==> src/hw/rtl/cnms_pkg.sv <==
// Shared types and constants of the Canny non-maximum suppression unit.
// Depends on nothing; all files of the unit but cnms_ram import it.
`default_nettype none

package cnms_pkg;

  // Default line buffer depth, the widest frame the unit accepts.
  localparam int unsigned CNMS_MAX_WIDTH = 1024;

  // Field widths of the stream and configuration payloads.
  localparam int unsigned MAG_W      = 16;
  localparam int unsigned ANG_W      = 11;
  localparam int unsigned ROW_W      = 12;
  localparam int unsigned COL_W      = 10;
  localparam int unsigned WIDTH_W    = 11;
  localparam int unsigned CFG_IDX_W  = 2;
  localparam int unsigned CFG_DATA_W = 12;

  // Register indexes of the configuration port.
  localparam logic [CFG_IDX_W-1:0] CFG_IMAGE_WIDTH  = 2'd0;
  localparam logic [CFG_IDX_W-1:0] CFG_IMAGE_HEIGHT = 2'd1;

  // Register reset values, smallest usable frame dimension and row limit.
  localparam logic [WIDTH_W-1:0] WIDTH_RESET  = 11'd640;
  localparam logic [ROW_W-1:0]   HEIGHT_RESET = 12'd480;
  localparam logic [ROW_W-1:0]   MIN_DIM      = 12'd3;
  localparam logic [ROW_W-1:0]   ROW_SAT      = 12'd4095;

  // Angle thresholds in quarter degrees: 22.5, 67.5, 112.5 and 157.5 degrees.
  localparam logic [11:0] ANG_22_5   = 12'd90;
  localparam logic [11:0] ANG_67_5   = 12'd270;
  localparam logic [11:0] ANG_112_5  = 12'd450;
  localparam logic [11:0] ANG_157_5  = 12'd630;
  // 180 and 360 degrees, used to fold negative angles.
  localparam logic [11:0] ANG_180    = 12'd720;
  localparam logic [11:0] ANG_360    = 12'd1440;

  // Neighbour pair picked by the gradient direction.
  typedef enum logic [1:0] {
    DIR_HORIZONTAL = 2'd0,
    DIR_DIAG_DOWN  = 2'd1,
    DIR_VERTICAL   = 2'd2,
    DIR_DIAG_UP    = 2'd3
  } dir_t;

  // One accepted item together with the position decisions made at acceptance.
  typedef struct packed {
    logic [MAG_W-1:0] mag;
    logic [ANG_W-1:0] ang;
    logic             emit;
    logic             border;
    logic             last;
    logic [ROW_W-1:0] row;
    logic [COL_W-1:0] col;
  } scan_item_t;

endpackage

`default_nettype wire

==> src/hw/rtl/cnms_scan_ctrl.sv <==
// Raster position tracking and configuration registers of the unit.
// Depends on cnms_pkg; feeds the line buffer read address and cnms_suppress.
`default_nettype none

module cnms_scan_ctrl #(
  parameter int unsigned MAX_WIDTH = cnms_pkg::CNMS_MAX_WIDTH
) (
  input  wire logic                             clk,
  input  wire logic                             rst_n,
  input  wire logic                             cfg_write,
  input  wire logic [cnms_pkg::CFG_IDX_W-1:0]   cfg_index,
  input  wire logic [cnms_pkg::CFG_DATA_W-1:0]  cfg_data,
  input  wire logic                             in_accept,
  input  wire logic                             in_cmd,
  input  wire logic [cnms_pkg::MAG_W-1:0]       in_mag,
  input  wire logic [cnms_pkg::ANG_W-1:0]       in_ang,
  output logic      [$clog2(MAX_WIDTH)-1:0]     rd_addr,
  output cnms_pkg::scan_item_t                  item,
  output logic                                  restart
);
  import cnms_pkg::*;

  localparam int unsigned CW = $clog2(MAX_WIDTH);
  localparam int unsigned EW = (CW + 1 > WIDTH_W) ? CW + 1 : WIDTH_W;

  logic [WIDTH_W-1:0] width_r, width_nxt;
  logic [ROW_W-1:0]   height_r, height_nxt;
  logic [CW-1:0]      c_r, c_nxt;
  logic [ROW_W-1:0]   r_r, r_nxt;
  logic [CW-1:0]      ocol_r, ocol_nxt;
  logic [ROW_W-1:0]   orow_r, orow_nxt;

  logic [EW-1:0]    w_raw, w_eff, c_inc, oc_inc, oc_ext;
  logic [ROW_W-1:0] h_eff;
  logic             emit, border, last_pos;

  always_comb begin
    w_raw = EW'(width_r);
    if (w_raw < EW'(MIN_DIM)) begin
      w_eff = EW'(MIN_DIM);
    end else if (w_raw > EW'(MAX_WIDTH)) begin
      w_eff = EW'(MAX_WIDTH);
    end else begin
      w_eff = w_raw;
    end
    h_eff = (height_r < MIN_DIM) ? MIN_DIM : height_r;

    emit     = (r_r >= 12'd2) || ((r_r == 12'd1) && (c_r != '0));
    oc_ext   = EW'(ocol_r);
    last_pos = (orow_r == h_eff - 12'd1) && (oc_ext == w_eff - EW'(1));
    border   = (orow_r == '0) || (orow_r == h_eff - 12'd1) || (ocol_r == '0) ||
               (oc_ext == w_eff - EW'(1));
    c_inc    = EW'(c_r) + EW'(1);
    oc_inc   = oc_ext + EW'(1);
  end

  always_comb begin
    item.mag    = in_cmd ? '0 : in_mag;
    item.ang    = in_cmd ? '0 : in_ang;
    item.emit   = emit;
    item.border = border;
    item.last   = emit && last_pos;
    item.row    = orow_r;
    item.col    = COL_W'(ocol_r);
  end

  assign rd_addr = c_r;
  assign restart = cfg_write && ((cfg_index == CFG_IMAGE_WIDTH) ||
                                 (cfg_index == CFG_IMAGE_HEIGHT));

  always_comb begin
    width_nxt  = width_r;
    height_nxt = height_r;
    c_nxt      = c_r;
    r_nxt      = r_r;
    ocol_nxt   = ocol_r;
    orow_nxt   = orow_r;
    if (cfg_write && (cfg_index == CFG_IMAGE_WIDTH)) begin
      width_nxt = cfg_data[WIDTH_W-1:0];
    end
    if (cfg_write && (cfg_index == CFG_IMAGE_HEIGHT)) begin
      height_nxt = cfg_data;
    end
    priority if (restart || (in_accept && emit && last_pos)) begin
      c_nxt    = '0;
      r_nxt    = '0;
      ocol_nxt = '0;
      orow_nxt = '0;
    end else if (in_accept) begin
      if (c_inc >= w_eff) begin
        c_nxt = '0;
        if (r_r != ROW_SAT) begin
          r_nxt = r_r + 12'd1;
        end
      end else begin
        c_nxt = CW'(c_inc);
      end
      if (emit) begin
        if (oc_inc >= w_eff) begin
          ocol_nxt = '0;
          orow_nxt = orow_r + 12'd1;
        end else begin
          ocol_nxt = CW'(oc_inc);
        end
      end
    end else begin
      c_nxt = c_r;
    end
  end

  always_ff @(posedge clk) begin
    if (!rst_n) begin
      width_r  <= WIDTH_RESET;
      height_r <= HEIGHT_RESET;
      c_r      <= '0;
      r_r      <= '0;
      ocol_r   <= '0;
      orow_r   <= '0;
    end else begin
      width_r  <= width_nxt;
      height_r <= height_nxt;
      c_r      <= c_nxt;
      r_r      <= r_nxt;
      ocol_r   <= ocol_nxt;
      orow_r   <= orow_nxt;
    end
  end

endmodule

`default_nettype wire

==> config.mk <==
export PLATFORM = sky130hd
export DESIGN_NAME = cnms_scan_ctrl
export DESIGN_NICKNAME = d
export VERILOG_FILES = /design/src/hw/rtl/cnms_pkg.sv /design/src/hw/rtl/cnms_scan_ctrl.sv
export SDC_FILE = /design/constraint.sdc
export NUM_CORES = 1
export LEC_CHECK = 0
export ABC_AREA = 1
export BUFFER_PORTS_ARGS = -buffer_cell sky130_fd_sc_hd__buf_4
export CELL_PAD_IN_SITES_DETAIL_PLACEMENT = 0
export CELL_PAD_IN_SITES_GLOBAL_PLACEMENT = 1
export CORE_MARGIN = 2
export CORE_UTILIZATION = 38
export CTS_CLUSTER_DIAMETER = 40
export DETAILED_ROUTE_END_ITERATION = 16
export PLACE_DENSITY_LB_ADDON = 0.1
export RECOVER_POWER = 50
export SLEW_MARGIN = 20
export SYNTH_ARGS = -nofsm -noshare
export SYNTH_HDL_FRONTEND = slang
export SYNTH_SLANG_ARGS = --single-unit
==> constraint.sdc <==
create_clock -name clk -period 3.95 [get_ports clk]
set_input_delay 0.79 -clock clk [delete_from_list [all_inputs] [get_ports clk]]
set_output_delay 0.79 -clock clk [all_outputs]
set_load 0.03 [all_outputs]
* Word level (Yosys, flattened, before mapping)
Cells that the tools add are included.
** Storage, ports and cells
- Register bits after elaboration :: 67
- Latch bits :: 0
- Bits in writable memories :: 0
- ROM bits :: 0
- Input bits :: 46
- Output and inout port bits :: 63
- Logic and storage cells :: 53
- Memories kept :: 0
** Operators by class
- Add/subtract/negate cells :: 6
- Multipliers :: 0
- Div/mod/pow operators :: 0
- Magnitude comparators :: 6
- Equality and inequality tests :: 5
- Shift operators :: 0
- Multiplexer cells :: 7
- Bitwise operators :: 1
- Reductions and logical operators :: 22
** Operators by type and width (count)
- 11-bit 2-to-1 mux :: 3
- 12-bit by 1-bit adder with 12-bit output (second input constant) :: 2
- 10-bit by 1-bit adder with 11-bit output (second input constant) :: 2
- 11-bit greater-or-equal comparator :: 2
- 10-bit 2-to-1 mux :: 2
- 16-bit 2-to-1 mux :: 1
- 12-bit by 1-bit == test with 1-bit output (second input constant) :: 1
- 12-bit == test :: 1
- 12-bit by 2-bit greater-or-equal comparator with 1-bit output (second input constant) :: 1
- 12-bit logical NOT :: 1
- 12-bit by 2-bit < comparator with 1-bit output (second input constant) :: 1
- 12-bit 2-to-1 mux :: 1
- 12-bit != test (second input constant) :: 1
- 12-bit by 1-bit subtractor with 12-bit output (second input constant) :: 1
- 10-bit by 11-bit == test with 1-bit output :: 1
- 11-bit greater-than comparator (second input constant) :: 1
- 11-bit by 2-bit < comparator with 1-bit output (second input constant) :: 1
- 11-bit by 1-bit subtractor with 11-bit output (second input constant) :: 1
- 10-bit logical NOT :: 1
- 10-bit nonzero test :: 1
- 1-bit logical AND :: 8
- 1-bit logical OR :: 6
- 3-bit AND reduction :: 2
- 2-bit by 1-bit == test with 1-bit output (second input constant) :: 1
- other kinds (4) :: 4

* Longest topological paths before layout
- Word-level depth :: 9
- Gate-level depth with buffers :: 21
- Gate-level depth less buffers :: 20

* Least setup slack after synthesis
Ideal clock, no wire load.
- Path kind :: register to output
- From :: register width_r[3] (netlist: w_raw[3])
- To :: output port item[22] in the netlist's numbering
- Data arrival time :: 2440 ps
- Data required time :: 3160 ps
- Setup slack :: 720 ps
- Cell stages (with the launch flop) :: 18
- Buffers on the path :: 0
- Path through :: dfxtp_1 -> nor2_1 -> nand3_1 -> o21ai_4 -> nand2_1 -> nand2_1 -> inv_1 -> ha_1 -> a21oi_1 -> o21ai_0 -> nor2_1 -> o21ai_0 -> nor2_1 -> nand2_1 -> nor2_1 -> nand3_1 -> nor2_2 -> and3_2
** RTL lines
- from (decl) :: RTL line cnms_scan_ctrl.sv:26 : logic [WIDTH_W-1:0] width_r, width_nxt;
- from (signal assigned) :: RTL line cnms_scan_ctrl.sv:120 : width_r <= width_nxt;
- to (decl) :: RTL line cnms_scan_ctrl.sv:18 : output cnms_pkg::scan_item_t item,

==> flow_summary.json <==
{
  "status": "finished clean",
  "hp-class": "flop to flop",
  "grt_antenna_before_repair": 0,
  "synthDistinctLibCells": 38,
  "worst_pin_slew_ps": 1030,
  "dp_slack_ps": 330,
  "finClkSkew_ps": 6.80,
  "first_global_vias": 4768,
  "fp.dieW_um": 119,
  "power_density_mw_per_mm2": 297,
  "track_usage_pct": 20.4,
  "hold_violations": 0,
  "grtUsageMet1_pct": 27.2,
  "period_minus_slack_ps": 3710,
  "r2r_slack_ps": 520,
  "grt_use_met3_pct": 4.02,
  "fmax_ghz": 0.270,
  "worstPathArrival_ps": 2920,
  "drv_cap": 0,
  "yosysMostFrequentCell": "nor2_1",
  "synth_top_area_share_pct": 26.7,
  "crit_fanout": 6,
  "hold_buffers": 0,
  "yosysWarnings": 0,
  "synth_simple_gate_area_share_pct": 32.9,
  "io_buffer_count": 108,
  "start_kind": "flop",
  "leakage_nw": 2.82,
  "ys.flop_type": "dfxtp_1",
  "tritoncts": "yes",
  "synth-compound-area-share_pct": 10.6,
  "post-dp-hpwl_um": 11200,
  "cp.required_ps": 3160,
  "dp.cells": 1045,
  "period_share_pct": 93.9,
  "fin_nets": 966,
  "cts_sinks": 67,
  "cts_buffers": 9,
  "placed_area_sq_mm": 0.00596,
  "finalSetupViolations": 0,
  "netlist_area_sq_mm": 0.00502,
  "num_vias": 5187,
  "route.detailed.drc": 0,
  "num_io_pins": 109,
  "synth_top_family_by_area": "simple AND/OR/NAND/NOR gates",
  "grt_first_pass_wirelength_um": 23500,
  "crit_path_start": "w_raw[9]$_SDFFE_PN1P_",
  "power_mw": 1.83,
  "cp-endpoint": "item[22]",
  "drtAntennaViolNets": 0,
  "synthTopCellsByCount": "nor2_1, nand2_1, inv_1, dfxtp_1, nand3_1",
  "rr_endpoint": "orow_r[6]$_SDFFE_PP0P_",
  "drv_slew": 0,
  "die_area_sq_mm": 0.0141,
  "wire_per_inst_um": 13.6,
  "synth_edf_count": 0,
  "yosysSeqAreaShare_pct": 26.7,
  "place_congestion": 0.915,
  "clk_latency_ps": 350,
  "firstDrtPassIters": 7,
  "ir_worst_vdd_mv": 0.200,
  "synth_seq_cells": 67,
  "dr.first_iter.drc_count": 285,
  "layout.cells.non_filler": 1064,
  "syn-num-nets": 858,
  "netlist_top_cells_area": "dfxtp_1, nor2_1, nand2_1, inv_1, ha_1",
  "crit_type": "flop to primary output",
  "drive_gt1_share_pct": 14.3,
  "grt_max_degree": 45,
  "wl_um": 14400,
  "cp-end-kind": "primary output",
  "syn_avg_cell_area_sq_um": 6.45,
  "final_cell_area_sq_mm": 0.00616,
  "synth_fa_ha_area_share_pct": 8.22,
  "ctsHtreeMaxLevel": 3,
  "min_from": "height_r[3]$_SDFFE_PN0P_",
  "setup_ws_ps": 242,
  "syn_to_final_growth_pct": 22.6,
  "n_antenna_cell": 0,
  "relSlewSlack_pct": 31.0,
  "viasPerCell": 4.88,
  "clockBufferDepth": 2,
  "grt-ovfl-total": 0,
  "cts_root_buffer": "clkbuf_16",
  "synth-async-reset-ratio_pct": 0,
  "clkTransAtPathRegs_ps": 60,
  "row_count": 41,
  "rsz0062_at_grt": "true",
  "start_util_pct": 39.3,
  "synthMuxAreaShare_pct": 0.224,
  "synth_cells": 779,
  "die_height_um": 119,
  "worst_r2r_path_depth": 18,
  "synthXorXnorAreaFrac_pct": 9.07,
  "reg2reg_from": "ocol_r[2]$_SDFFE_PP0P_",
  "met2_usage_pct": 32.3,
  "busiest_layer": "met2",
  "yosysTopAreaCell": "dfxtp_1",
  "core_area_sq_mm": 0.0128
}
==> metal layers <==
layer / routed length [um] / share of wire [%]
met1: 6960 / 48
met2: 6380 / 44
met3: 792 / 5.5
met4: 320 / 2.2
met5: 0 / 0
==> worst min path at each step <==
stage	slack (ps)	to	depth (start not counted)
floorplan	440	height_r[0]$_SDFFE_PN0P_	2
global placement	470	height_r[0]$_SDFFE_PN0P_	2
detailed placement	470	height_r[0]$_SDFFE_PN0P_	2
CTS	480	height_r[0]$_SDFFE_PN0P_	2
global route	520	height_r[3]$_SDFFE_PN0P_	2
finish	490	height_r[3]$_SDFFE_PN0P_	2
==> cell type report <==
type / count / area [sq um]
Fill cell: 1372 / 6620
Sequential cell: 67 / 1350
Clock buffer: 9 / 225
Clock inverter: 7 / 77.6
Timing Repair Buffer: 117 / 694
Inverter: 129 / 484
Multi-Input combinational cell: 563 / 3110
Tap cell: 172 / 215
==> cell usage in the layout, fill, tap and decap left out, drive strengths merged, types with 7 or more instances in the layout <==
cell type and n:
a21oi 25, a22oi 18, buf 66, clkbuf 60, dfxtp 67, ha 33, inv 129, nand2 140
nand3 48, nand4 15, nor2 153, nor3 19, nor4 7, o21ai 41, xnor2 9, xor2 43
==> critical path, stage by stage (launching register included) <==
cell,delay [ps]
dfxtp_2,350
nor2_1,100
nand3_1,130
o21ai_4,230
nand2_4,110
nand2_4,80
inv_1,40
ha_1,280
a21oi_1,140
o21ai_0,100
nor2_1,100
o21ai_0,80
nor2_1,120
nand2_1,80
nor2_2,90
nand3_2,100
nor2_2,130
and3_2,170
buf_4,150
==> power breakdown <==
part	total, mW	leakage, nW	switching [mW]	internal [mW]
registers	0.708	0.544	0.0183	0.690
logic	0.294	2.14	0.187	0.108
clock network	0.824	0.134	0.333	0.491
==> cell families (layout without fill, tap and decap cells) <==
group           count (synthesis)  after routing
simple gates                  386            386
buf+inv                       149            262
compound gates                 91             91
flops                          67             67
xor+xnor                       52             52
fa+ha+maj                      33             33
mux                             1              1
==> registers in the layout (all words and copies together), names as in the netlist <==
signal	count
r_r	12
height_r	12
orow_r	12
ocol_r	10
w_raw	11
rd_addr	10
==> metrics by stage <==
| step | hold slack, ps | utilization, % | setup TNS, ps |
|---|---|---|---|
| final | 486 | 48.2 | 0 |
| after global routing | 522 | 48.2 | -69.1 |
| after CTS | 484 | 49.1 | 0 |
| after detailed placement | 475 | 46.7 | 0 |
| after global placement | 468 | 46.7 | 0 |
| after floorplan | 444 | - | 0 |
==> timing repair <==
| item | CTS | global route |
|---|---|---|
| resized for setup | 1 | 22 |
| setup buffers | 0 | 3 |
| hold endpoints to repair | 0 | 0 |
| gates cloned | 0 | 0 |
| setup endpoints to repair | 2 | 2 |
| pin swaps | 0 | 6 |
No activity file was read; power rests on OpenSTA's default activity.
