File: config.mk
export PLATFORM = sky130hd
export DESIGN_NAME = cnms_suppress
export DESIGN_NICKNAME = d
export VERILOG_FILES = /design/src/hw/rtl/cnms_pkg.sv /design/src/hw/rtl/cnms_suppress.sv
export SDC_FILE = /design/constraint.sdc
export NUM_CORES = 1
export LEC_CHECK = 0
export BUFFER_PORTS_ARGS = -buffer_cell sky130_fd_sc_hd__buf_4
export CAP_MARGIN = 10
export CORE_MARGIN = 2
export CORE_UTILIZATION = 50
export CTS_CLUSTER_SIZE = 12
export DETAILED_ROUTE_END_ITERATION = 6
export PLACE_DENSITY = 0.87
export SLEW_MARGIN = 25
export SYNTH_ARGS = -nofsm -noshare
export SYNTH_HDL_FRONTEND = slang
export SYNTH_SLANG_ARGS = --single-unit
File: constraint.sdc
create_clock -name clk -period 5.78 [get_ports clk]
set_input_delay 0.578 -clock clk [delete_from_list [all_inputs] [get_ports clk]]
set_output_delay 0.578 -clock clk [all_outputs]
set_load 0.02 [all_outputs]
File: src/hw/rtl/cnms_pkg.sv
// Shared types and constants of the Canny non-maximum suppression unit.
// Depends on nothing; all files of the unit but cnms_ram import it.
`default_nettype none

package cnms_pkg;

  // Default line buffer depth, the widest frame the unit accepts.
  localparam int unsigned CNMS_MAX_WIDTH = 1024;

  // Field widths of the stream and configuration payloads.
  localparam int unsigned MAG_W      = 16;
  localparam int unsigned ANG_W      = 11;
  localparam int unsigned ROW_W      = 12;
  localparam int unsigned COL_W      = 10;
  localparam int unsigned WIDTH_W    = 11;
  localparam int unsigned CFG_IDX_W  = 2;
  localparam int unsigned CFG_DATA_W = 12;

  // Register indexes of the configuration port.
  localparam logic [CFG_IDX_W-1:0] CFG_IMAGE_WIDTH  = 2'd0;
  localparam logic [CFG_IDX_W-1:0] CFG_IMAGE_HEIGHT = 2'd1;

  // Register reset values, smallest usable frame dimension and row limit.
  localparam logic [WIDTH_W-1:0] WIDTH_RESET  = 11'd640;
  localparam logic [ROW_W-1:0]   HEIGHT_RESET = 12'd480;
  localparam logic [ROW_W-1:0]   MIN_DIM      = 12'd3;
  localparam logic [ROW_W-1:0]   ROW_SAT      = 12'd4095;

  // Angle thresholds in quarter degrees: 22.5, 67.5, 112.5 and 157.5 degrees.
  localparam logic [11:0] ANG_22_5   = 12'd90;
  localparam logic [11:0] ANG_67_5   = 12'd270;
  localparam logic [11:0] ANG_112_5  = 12'd450;
  localparam logic [11:0] ANG_157_5  = 12'd630;
  // 180 and 360 degrees, used to fold negative angles.
  localparam logic [11:0] ANG_180    = 12'd720;
  localparam logic [11:0] ANG_360    = 12'd1440;

  // Neighbour pair picked by the gradient direction.
  typedef enum logic [1:0] {
    DIR_HORIZONTAL = 2'd0,
    DIR_DIAG_DOWN  = 2'd1,
    DIR_VERTICAL   = 2'd2,
    DIR_DIAG_UP    = 2'd3
  } dir_t;

  // One accepted item together with the position decisions made at acceptance.
  typedef struct packed {
    logic [MAG_W-1:0] mag;
    logic [ANG_W-1:0] ang;
    logic             emit;
    logic             border;
    logic             last;
    logic [ROW_W-1:0] row;
    logic [COL_W-1:0] col;
  } scan_item_t;

endpackage

`default_nettype wire

File: src/hw/rtl/cnms_suppress.sv
// Line buffer write-back, 3x3 window and suppression compare with the result register.
// Depends on cnms_pkg; works on the read data of the two line buffer RAMs.
`default_nettype none

module cnms_suppress #(
  parameter int unsigned MAX_WIDTH = cnms_pkg::CNMS_MAX_WIDTH
) (
  input  wire logic                           clk,
  input  wire logic                           rst_n,
  input  wire logic                           restart,
  input  wire logic                           in_accept,
  output logic                                in_ready,
  input  wire cnms_pkg::scan_item_t           item,
  input  wire logic [$clog2(MAX_WIDTH)-1:0]   rd_addr,
  input  wire logic [2*cnms_pkg::MAG_W-1:0]   mag_rdata,
  input  wire logic [cnms_pkg::ANG_W-1:0]     ang_rdata,
  output logic                                wr_en,
  output logic      [$clog2(MAX_WIDTH)-1:0]   wr_addr,
  output logic      [2*cnms_pkg::MAG_W-1:0]   mag_wdata,
  output logic      [cnms_pkg::ANG_W-1:0]     ang_wdata,
  output logic                                out_valid,
  input  wire logic                           out_ready,
  output logic      [cnms_pkg::MAG_W-1:0]     out_kept,
  output logic      [cnms_pkg::ROW_W-1:0]     out_row,
  output logic      [cnms_pkg::COL_W-1:0]     out_col,
  output logic                                out_last
);
  import cnms_pkg::*;

  localparam int unsigned CW = $clog2(MAX_WIDTH);

  logic             s1_valid_r, s1_valid_nxt;
  scan_item_t       s1_item_r;
  logic [CW-1:0]    s1_addr_r;
  logic [MAG_W-1:0] win_r [6];
  logic [ANG_W-1:0] angd_r;
  logic             out_valid_r, out_valid_nxt;
  logic [MAG_W-1:0] out_kept_r;
  logic [ROW_W-1:0] out_row_r;
  logic [COL_W-1:0] out_col_r;
  logic             out_last_r;

  logic             s1_adv;
  logic [MAG_W-1:0] up, mid, centre, q, s, kept;
  logic [11:0]      ang_ext, ang_fold;
  dir_t             dir;

  assign s1_adv   = s1_valid_r && (!out_valid_r || out_ready);
  assign in_ready = !s1_valid_r || s1_adv;

  assign up  = mag_rdata[2*MAG_W-1:MAG_W];
  assign mid = mag_rdata[MAG_W-1:0];

  // The row shift happens in the RAM word: the old newest row moves to the upper half.
  assign wr_en     = s1_adv;
  assign wr_addr   = s1_addr_r;
  assign mag_wdata = {mid, s1_item_r.mag};
  assign ang_wdata = s1_item_r.ang;

  always_comb begin
    ang_ext = {angd_r[ANG_W-1], angd_r};
    if (angd_r[ANG_W-1]) begin
      ang_fold = ang_ext + ANG_360;
      if (ang_fold >= ANG_180) begin
        ang_fold = ang_fold - ANG_180;
      end
    end else begin
      ang_fold = ang_ext;
    end
    priority if ((ang_fold <= ANG_22_5) || (ang_fold > ANG_157_5)) begin
      dir = DIR_HORIZONTAL;
    end else if (ang_fold <= ANG_67_5) begin
      dir = DIR_DIAG_DOWN;
    end else if (ang_fold <= ANG_112_5) begin
      dir = DIR_VERTICAL;
    end else begin
      dir = DIR_DIAG_UP;
    end
  end

  // Window layout: win_r[0..2] is the oldest column, win_r[3..5] the centre column,
  // each top to bottom; the newest column comes straight from the RAM and the input.
  always_comb begin
    centre = win_r[4];
    unique case (dir)
      DIR_HORIZONTAL: begin
        q = win_r[1];
        s = mid;
      end
      DIR_DIAG_DOWN: begin
        q = s1_item_r.mag;
        s = win_r[0];
      end
      DIR_VERTICAL: begin
        q = win_r[3];
        s = win_r[5];
      end
      DIR_DIAG_UP: begin
        q = win_r[2];
        s = up;
      end
      default: begin
        q = '0;
        s = '0;
      end
    endcase
    if (!s1_item_r.border && ((centre < q) || (centre < s))) begin
      kept = '0;
    end else begin
      kept = centre;
    end
  end

  always_comb begin
    s1_valid_nxt = s1_valid_r;
    if (in_accept) begin
      s1_valid_nxt = 1'b1;
    end else if (s1_adv) begin
      s1_valid_nxt = 1'b0;
    end
    out_valid_nxt = out_valid_r;
    if (s1_adv && s1_item_r.emit) begin
      out_valid_nxt = 1'b1;
    end else if (out_ready) begin
      out_valid_nxt = 1'b0;
    end
  end

  always_ff @(posedge clk) begin
    if (!rst_n) begin
      s1_valid_r  <= 1'b0;
      out_valid_r <= 1'b0;
      angd_r      <= '0;
      for (int i = 0; i < 6; i++) begin
        win_r[i] <= '0;
      end
    end else begin
      s1_valid_r  <= s1_valid_nxt;
      out_valid_r <= out_valid_nxt;
      if (restart || (s1_adv && s1_item_r.last)) begin
        angd_r <= '0;
        for (int i = 0; i < 6; i++) begin
          win_r[i] <= '0;
        end
      end else if (s1_adv) begin
        angd_r   <= ang_rdata;
        win_r[0] <= win_r[3];
        win_r[1] <= win_r[4];
        win_r[2] <= win_r[5];
        win_r[3] <= up;
        win_r[4] <= mid;
        win_r[5] <= s1_item_r.mag;
      end
    end
  end

  always_ff @(posedge clk) begin
    if (in_accept) begin
      s1_item_r <= item;
      s1_addr_r <= rd_addr;
    end
    if (s1_adv && s1_item_r.emit) begin
      out_kept_r <= kept;
      out_row_r  <= s1_item_r.row;
      out_col_r  <= s1_item_r.col;
      out_last_r <= s1_item_r.last;
    end
  end

  assign out_valid = out_valid_r;
  assign out_kept  = out_kept_r;
  assign out_row   = out_row_r;
  assign out_col   = out_col_r;
  assign out_last  = out_last_r;

endmodule

`default_nettype wire

After elaboration in Yosys (flattened, before gate mapping) --
Memories as Yosys holds them, arrays and structs flattened. Index checks and enable logic that the tools add are counted.
Storage, ports and cells: register bits after elaboration 114, bits in latches 0, bits in writable memories 96, ROM bits 0, bits of input ports 110, output and inout bits 95, memories 1
Memory list:
- win_r | depth 6, width 16, read ports 6, clocked after Yosys merged registers in 0, wr ports 6, RTL line cnms_suppress.sv:35 | logic [MAG_W-1:0] win_r [6];
Cells by class: $add $sub $neg 2, multiply operators 0, divide/modulo/power cells 0, order comparisons 7, eq/ne operators 3, shift operators 0, muxes and demuxes 31, bitwise logic cells 13, reduce and logical (&&, ||, !) cells 16
Operators with widths (number):
- 16-bit two-way mux | 12
- 16-bit case mux with 4 select lines | 2
- 16-bit < comparator | 2
- 12-bit by 9-bit <= comparator with 1-bit output, second input constant | 2
- 12-bit two-way mux | 2
- 1-bit two-way mux | 13
- 12-bit by 11-bit adder with 12-bit output, second input constant | 1
- 12-bit by 10-bit >= comparator with 1-bit output, second input constant | 1
- 12-bit by 10-bit greater-than comparator with 1-bit output, second input constant | 1
- 12-bit by 7-bit <= comparator with 1-bit output, second input constant | 1
- 1-bit OR | 12
- 12-bit by 10-bit subtractor with 12-bit output, second input constant | 1
- 1-bit logical OR | 5
- 2-bit equality test, second input constant | 2
- 1-bit logical AND | 4
- 2-bit two-way mux | 2
- 2-bit nonzero test | 2
- 1-bit zero test | 3
- 2-bit by 1-bit equality test with 1-bit output, second input constant | 1
- 2-bit zero test | 1
- 2-bit OR reduction | 1
- 1-bit inverter | 1

Depth between registers and ports, before layout --
Gate-level depths: netlist of the first run.
word-level depth 13, gate-level depth with buffers 25, gate-level depth less buffers 23

Worst setup path before layout of the first run --
OpenSTA, ideal clock, no wires.
kind reg2reg, start point register angd_r[5], end point register out_kept_r[10], in the netlist out_kept[10] (data pin), arrival time 5.501 ns, required time 5.524 ns, setup slack 0.023 ns, cell stages (with the launch flop) 26, period minus slack after synthesis 5.757 ns, cells stage by stage dfxtp_1 ha_1 buf_2 xor2_2 nor3_1 or4b_2 a31oi_1 o21ai_2 a41o_1 or2_1 a21boi_2 clkbuf_1 nand2_1 o221ai_1 ha_1 a21o_1 a21o_1 a221o_1 o21a_1 a311oi_1 nor2_1 a21oi_1 nand2_1 o31ai_4 buf_6 nor3b_2
Between the ends: word-level cells in the longest chain between the ends 13
RTL lines:
- from (decl) | RTL line cnms_suppress.sv:36 | logic [ANG_W-1:0] angd_r;
- from (signal assigned) | RTL line cnms_suppress.sv:146 | angd_r <= ang_rdata;
- 12-bit by 11-bit adder with 12-bit output | RTL line cnms_suppress.sv:63 | ang_fold = ang_ext + ANG_360;
- 12-bit by 10-bit subtractor with 12-bit output or 12-bit by 10-bit >= comparator with 1-bit output (tied branches) | RTL line cnms_suppress.sv:65, cnms_suppress.sv:64
- 12-bit two-way mux | RTL line cnms_suppress.sv:64 | if (ang_fold >= ANG_180) begin
- 12-bit two-way mux * | RTL line cnms_suppress.sv:62 | if (angd_r[ANG_W-1]) begin
- 12-bit by 9-bit <= comparator with 1-bit output | RTL line cnms_suppress.sv:74 | end else if (ang_fold <= ANG_112_5) begin
- 1-bit two-way mux | RTL line cnms_suppress.sv:74
- 2-bit two-way mux | RTL line cnms_suppress.sv:72 | end else if (ang_fold <= ANG_67_5) begin
- 2-bit two-way mux * | RTL line cnms_suppress.sv:70 | priority if ((ang_fold <= ANG_22_5) || (ang_fold > ANG_157_5)) begin
- 2-bit equality test, or another cell as far along | RTL line cnms_suppress.sv:85 | unique case (dir)
- 16-bit case mux with 4 select lines | RTL line cnms_suppress.sv:85
- 16-bit < comparator | RTL line cnms_suppress.sv:107 | if (!s1_item_r.border && ((centre < q) || (centre < s))) begin
- 1-bit logical OR * | RTL line cnms_suppress.sv:107
- 1-bit logical AND * | RTL line cnms_suppress.sv:107
- to (signal assigned) | RTL line cnms_suppress.sv:163 | out_kept_r <= kept;
- to (decl) | RTL line cnms_suppress.sv:38 | logic [MAG_W-1:0] out_kept_r;
Mark *: on every way between the ends. The rest lies on a longest branch, timed or not. A chain may end at the register's enable or synchronous reset.

Worst setup path after layout of the first run --
start point register angd_r[3], end point register out_kept_r[2], in the netlist out_kept[2] (data pin)
The elaborated chain is that of the path after synthesis.

==> results of run 1 <==
## final timing paths
path / from / slack [ps] / end
max: angd_r[3]$_SDFFE_PP0P_ / 270 / out_kept[2]$_SDFFCE_PP0P_
min: item[9] / 250 / s1_item_r[9]$_DFFE_PP_
max reg2reg: angd_r[3]$_SDFFE_PP0P_ / 270 / out_kept[2]$_SDFFCE_PP0P_
min reg2reg: s1_item_r[16]$_DFFE_PP_ / 420 / out_row[6]$_DFFE_PP_
## metal layers
metal	part of all wire	track usage	vias up
li1	-	-	3074
met4	0.025	0.0695	0
met2	0.46	0.345	306
met3	0.096	0.0642	45
met1	0.42	0.298	3110
met5	0	0	-
## final cells by class
| class | count | area [um2] | area share |
|---|---|---|---|
| clock inverters | 10 | 98.8 | 0.00800 |
| clock buffers | 28 | 594 | 0.0481 |
| flip-flops and latches | 210 | 6180 | 0.500 |
| inverters | 15 | 56.3 | 0.00455 |
| repair buffers | 235 | 1820 | 0.147 |
| well taps | 265 | 332 | 0.0268 |
| multi-input cells | 425 | 3280 | 0.265 |
## worst max-delay path, delay by kind of cell (launching register included)
kind,cells,cell delay (ps)
mux,1,230
buf+inv,2,420
compound gates,12,2610
simple gates,6,1340
fa+ha+maj,1,290
flops,1,360
## Yosys cell counts, types with 5 or more instances
cell      number  share of area
nand2b_1       5         0.0032
a21oi_1       15         0.0076
a31oi_1        6         0.0038
nor4_1         5         0.0032
edfxtp_1     197           0.60
o211ai_1       5         0.0038
ha_1          34          0.043
a21o_1        12         0.0091
nand2_1       53          0.020
dfxtp_1       13          0.026
and2_1        98          0.062
inv_1         15         0.0057
nor3b_2        9          0.011
o221ai_1      30          0.027
buf_4         43          0.033
nor3b_1        6         0.0046
nor3_1        10         0.0051
o21ai_0       13         0.0066
buf_2          6         0.0030
nor2_1        14         0.0053
or3_1          5         0.0032
mux2i_1       31          0.032
clkbuf_1      24         0.0091
a22o_1         5         0.0044
## metrics by stage
step / setup TNS, ps / cells / area [um2] / hold slack, ps
final: 0 / 1188 / 12400 / 253
after global routing: 0 / 1188 / 12400 / 231
after CTS: 0 / 1188 / 12200 / 234
after detailed placement: -1540 / 1150 / 11500 / 405
after global placement: 0 / 1150 / 11500 / 400
after floorplan: 0 / 725 / 9850 / 400
## power groups by stage
stage | logic, mW | registers (mW) | clock network (mW)
5_1_grt | 0.449 | 1.81 | 1.45
4_1_cts | 0.410 | 1.80 | 1.39
2_1_floorplan | 0.223 | 1.83 | 0
3_5_place_dp | 0.407 | 1.83 | 0
6_report | 0.414 | 1.80 | 1.36
3_3_place_gp | 0.397 | 1.83 | 0
## kinds of logic (layout without fill, tap and decap cells)
group                      count (synthesis)  in the layout  synth area share
and+or+nand+nor                          228            228             0.136
DFF                                      210            210             0.627
AOI/OAI and AO/OA                        126            126             0.104
buffers and inverters                     90            288            0.0530
adders and majority gates                 34             34            0.0432
muxes                                     31             31            0.0315
xor gates and xnor gates                   6              6           0.00610
## registers in the layout, indices dropped and copies added (netlist names)
signal      flops
win_r          96
s1_item_r      25
mag_wdata      16
out_kept       16
out_row        12
ang_wdata      11
angd_r         11
out_col        10
wr_addr        10
out_last        1
out_valid       1
s1_valid_r      1
## placed cells by master (no fill, tap or decap), types with 4 or more instances in the layout
cell type / netlist / routed
a21o_1: 12 / 12
a21oi_1: 15 / 15
a22o_1: 5 / 5
a31oi_1: 6 / 5
and2_1: 98 / 98
buf_12: 0 / 4
buf_4: 43 / 229
clkbuf_1: 24 / 5
clkbuf_16: 0 / 23
clkinv_1: 0 / 5
dfxtp_1: 13 / 10
edfxtp_1: 197 / 197
ha_1: 34 / 33
inv_1: 15 / 13
mux2i_1: 31 / 31
nand2_1: 53 / 53
nand2b_1: 5 / 5
nand4_1: 4 / 4
nor2_1: 14 / 14
nor3_1: 10 / 7
nor3b_1: 6 / 6
nor3b_2: 9 / 9
nor4_1: 5 / 5
o211ai_1: 5 / 5
o21ai_0: 13 / 13
o221ai_1: 30 / 30
xnor2_1: 4 / 4
## what timing repair did
item	4_1_cts	5_1_grt
hold buffers	0	0
pin swaps	0	1
setup endpoints to repair	16	16
buffers inserted	0	0
gates resized for setup	5	21
==> flow_metrics.py, run 1 <==
metrics = {
    "die": {
        "core_um2": 19400,
        "fp.dieArea_um2": 20800,
        "fp.dieW_um": 144,
        "ios": 205,
        "fp-row-count": 51,
        "dieHeight_um": 144,
        "start_util": 0.508,
    },
    "hold_path": {
        "hold_path.class": "in -> reg",
        "hold_path_depth": 1,
    },
    "power_and_ir_drop": {
        "clockPowerShare": 0.381,
        "p_int_mw": 2.76,
        "p_total_mw": 3.58,
        "p_leak_nw": 4.87,
        "seq_power_share": 0.504,
        "swShare": 0.229,
        "switchingPower_mw": 0.819,
        "comb_power_share": 0.116,
        "powerDensity_nw_per_um2": 289,
        "irDropWorstVdd_uv": 268,
    },
    "critical_path": {
        "path_cells": "or4_1 > or3_4 > a311o_1 > a31oi_1 > o21ai_2 > o41ai_4 > buf_12 > mux2i_1 > nand2_1 > o221ai_1 > ha_1 > a21o_1 > a21o_1 > a221o_1 > o21a_1 > a311oi_2 > nor2_1 > a21oi_1 > nand2_1 > o31ai_4 > buf_12 > nor3b_1",
        "path_max_fanout": 18,
        "critPathRequiredTime_ps": 6030,
        "reg2reg_depth": 22,
        "critPathArrivalTime_ps": 5760,
        "max_stage_delay_ps": 600,
        "critPathLaunchType": "flip-flop",
        "worstSetupEndpointType": "flip-flop",
        "slowest_stage": "or4_1",
        "crit_type": "reg -> reg",
    },
    "routing": {
        "avgRoutedWirePerCell_um": 19.1,
        "drt-pass1-iter-count": 5,
        "drtIter0Drc": 502,
        "final_antenna_net_count": 0,
        "drc": 0,
        "routed_via_density": 5.50,
        "routed_wl_mm": 22.7,
        "dr_total_vias": 6535,
    },
    "final_layout": {
        "diodes": 0,
        "fin_util": 0.637,
        "synthToLayoutAreaGrowth_pct": 25.5,
        "drive_above_1_share": 0.330,
        "final_nets": 1054,
        "fill_cells": 1498,
    },
    "clock_network": {
        "cts_max_level": 1,
        "cts.sinks": 210,
        "clk_latency_ps": 500,
        "cts_root_buffer": "clkbuf_16",
        "clk_pin_slew_ps": 60,
        "cts_tree": "yes",
        "cts_buffers": 23,
        "cts_buffer_depth": 3,
    },
    "grt": {
        "grt_pass1_vias": 6564,
        "grt_max_degree": 95,
        "grt_first_pass_wirelength_mm": 35.1,
        "grt_use_total": 0.220,
        "antenna_found_initial": 0,
        "grt-ovfl-total": 0,
    },
    "timing": {
        "min_period_over_period": 0.954,
        "fin_skew_ps": 6.35,
        "slew_violations": 0,
        "maxSlewHeadroom": 0.392,
        "worstMarginPinSlew_ps": 912,
        "min_period_ps": 5510,
        "setup_slack_ps": 268,
        "setup_viol": 0,
        "max_freq_mhz": 181,
        "rsz0062_at_grt": "false",
        "hold_violations": 0,
    },
    "logic_synthesis": {
        "syn_area_um2": 9850,
        "synth-edff-count": 197,
        "yosys_register_bits": 210,
        "avgSynthCellArea_um2": 13.6,
        "ys_seq_area_frac": 0.627,
        "ys_warn_count": 0,
        "syn_nets": 869,
        "synth_flop_cell": "edfxtp_1",
        "synthArstFlopShare": 0,
        "synth_cell_types": 68,
        "syn_inst": 725,
    },
    "place": {
        "dp.final_hpwl_mm": 16.5,
        "place_ws_ps": -107,
        "port_buffers": 204,
        "place_congestion": 0.886,
    },
    "job": {
        "maxCapViolations": 0,
    },
    "run_status": {
        "status": "completed",
    },
}
Note: power is estimated with default switching activity, not from simulation.
==> run 2, diff against run 1 <==
- PLACE_DENSITY: 0.87 -> 0.78
- clock period: 5.78 -> 5.7 ns (I/O delays scaled with it)
==> run 2 against run 1 <==
Combinational power up 2%. Critical path depth is 1 higher. Register-to-register slack hardly changed. Power shrank 1.6%. Clock skew rose by 3.8 ps. Fmax is 1.4% higher. Sequential power about the same. Die area unchanged. Largest cell class unchanged.
==> flow_metrics.py, run 2 (synthesized netlist as in run 1, its figures left out) <==
metrics = {
    "run_status": {
        "status": "completed",
    },
    "clock_network": {
        "clk_latency_ps": 500,
        "cts_tree": "yes",
        "cts_buffers": 22,
        "cts.sinks": 210,
        "cts_buffer_depth": 3,
        "clk_pin_slew_ps": 60,
        "ctsHoldBuffers": 0,
        "cts_max_level": 1,
        "cts_root_buffer": "clkbuf_16",
    },
    "final_layout": {
        "drive_above_1_share": 0.344,
        "diodes": 0,
        "regMostFlops": "win_r",
        "fin_util": 0.640,
        "fill_cells": 1461,
        "synthToLayoutAreaGrowth_pct": 26.1,
        "stdcell_area_um2": 12400,
        "final_common_cell": "buf_4",
        "seq_area_um2": 6180,
        "largest_register_ffs": 96,
        "final_nets": 1063,
        "final_cell_mix": "buf_4, edfxtp_1, and2_1, nand2_1, ha_1",
        "largestRegisters": "win_r (96), s1_item_r (25)",
        "multi_input_area_um2": 3300,
    },
    "place": {
        "dp.final_hpwl_mm": 16.0,
        "place_congestion": 0.892,
        "post_dp_cell_area_um2": 11600,
        "port_buffers": 204,
    },
    "timing": {
        "hold_violations": 0,
        "slew_violations": 0,
        "fin_tns_setup_ps": 0,
        "worstMarginPinSlew_ps": 1010,
        "max_freq_mhz": 184,
        "maxSlewHeadroom": 0.324,
        "min_period_ps": 5440,
        "fin_skew_ps": 10.1,
        "setup_viol": 0,
        "min_period_over_period": 0.954,
    },
    "grt": {
        "grt-ovfl-total": 0,
        "antenna_found_initial": 0,
        "grt_first_pass_wirelength_mm": 33.2,
        "grt_pass1_vias": 6229,
        "grt_max_degree": 96,
        "grt_use_total": 0.206,
    },
    "critical_path": {
        "path_max_fanout": 20,
        "critPathLaunchType": "flip-flop",
        "critPathArrivalTime_ps": 5680,
        "reg2reg_to": "out_kept[2]$_SDFFCE_PP0P_",
        "crit_type": "reg -> reg",
        "crit_start": "angd_r[7]$_SDFFE_PP0P_",
        "r2r_setup_slack_ps": 260,
        "crit_path_end": "out_kept[2]$_SDFFCE_PP0P_",
        "reg2reg_from": "angd_r[7]$_SDFFE_PP0P_",
        "critPathRequiredTime_ps": 5940,
        "worstSetupEndpointType": "flip-flop",
        "reg2reg_depth": 23,
    },
    "routing": {
        "drtIter0Drc": 503,
        "drt-pass1-iter-count": 5,
        "avgRoutedWirePerCell_um": 18.4,
        "dr_total_vias": 6466,
        "routed_wl_mm": 22.0,
        "drc": 0,
        "final_antenna_net_count": 0,
        "routed_via_density": 5.42,
    },
    "die": {
        "fp.dieArea_um2": 20800,
        "ios": 205,
        "core_um2": 19400,
        "dieHeight_um": 144,
        "start_util": 0.508,
        "fp-row-count": 51,
        "fp.dieW_um": 144,
    },
    "power_and_ir_drop": {
        "powerDensity_nw_per_um2": 283,
        "p_leak_nw": 4.89,
        "p_total_mw": 3.52,
        "irDropWorstVdd_uv": 287,
    },
    "job": {
        "maxCapViolations": 0,
    },
    "hold_path": {
        "hold_path_depth": 1,
        "hold_path.class": "in -> reg",
    },
}
## run 2: power breakdown
part | leakage [nW] | switching (mW) | internal, mW | total [mW]
Clock | 0.303 | 0.541 | 0.730 | 1.27
Sequential | 2.15 | 0.0454 | 1.78 | 1.82
Combinational | 2.43 | 0.228 | 0.197 | 0.424
## run 2: layout make-up
cell class                      count  area share
Sequential cell                   210       0.498
Multi-Input combinational cell    425       0.266
Timing Repair Buffer              245       0.154
Clock buffer                       30      0.0484
Tap cell                          265      0.0267
Inverter                           15     0.00453
Clock inverter                      4     0.00252
## run 2: routing by layer
| layer | part of all wire | vias to the layer above | global-route usage |
|---|---|---|---|
| met5 | 0 | - | 0 |
| met4 | 0.017 | 0 | 0.0450 |
| li1 | - | 3076 | - |
| met1 | 0.44 | 3105 | 0.293 |
| met2 | 0.47 | 259 | 0.329 |
| met3 | 0.079 | 26 | 0.0424 |
## run 2: worst min-delay path by stage
stage | start | end | slack (ps)
floorplan | s1_item_r[0]$_DFFE_PP_ | out_col[0]$_DFFE_PP_ | 400
global placement | s1_item_r[14]$_DFFE_PP_ | out_row[4]$_DFFE_PP_ | 400
detailed placement | s1_item_r[3]$_DFFE_PP_ | out_col[3]$_DFFE_PP_ | 400
CTS | rd_addr[0] | wr_addr[0]$_DFFE_PP_ | 230
global route | item[14] | s1_item_r[14]$_DFFE_PP_ | 230
finish | item[46] | mag_wdata[10]$_DFFE_PP_ | 250
## run 2: metrics by stage
step / instances / setup slack, ps / hold WS, ps
global placement: 1156 / 92.5 / 400
floorplan: 725 / 29.4 / 400
finish: 1194 / 264 / 251
CTS: 1190 / 26.4 / 233
detailed placement: 1156 / -19.2 / 405
global route: 1194 / -6.89 / 230
## run 2: worst max-delay path: stages, from the launching register on
cell and delay [ps]:
dfxtp_2 380, buf_4 180, or3_1 430, and3_1 210, a211oi_2 240, o32ai_2 140
a221oi_4 380, buf_4 200, a41o_1 210, o211ai_1 160, buf_12 200, o221ai_1 170
ha_1 270, a21o_1 180, a21o_1 170, a221o_1 360, o21a_1 200, a311oi_2 240
nor2_1 110, a21oi_1 130, nand2_1 100, o31ai_4 270, buf_12 190, nor3b_1 60
## run 2: timing repair
action	CTS	global route
pin swaps	0	4
endpoints found under the hold margin	0	0
buffers inserted	0	4
endpoints found under the setup margin	16	16
cloned	0	0
resized for setup	1	29
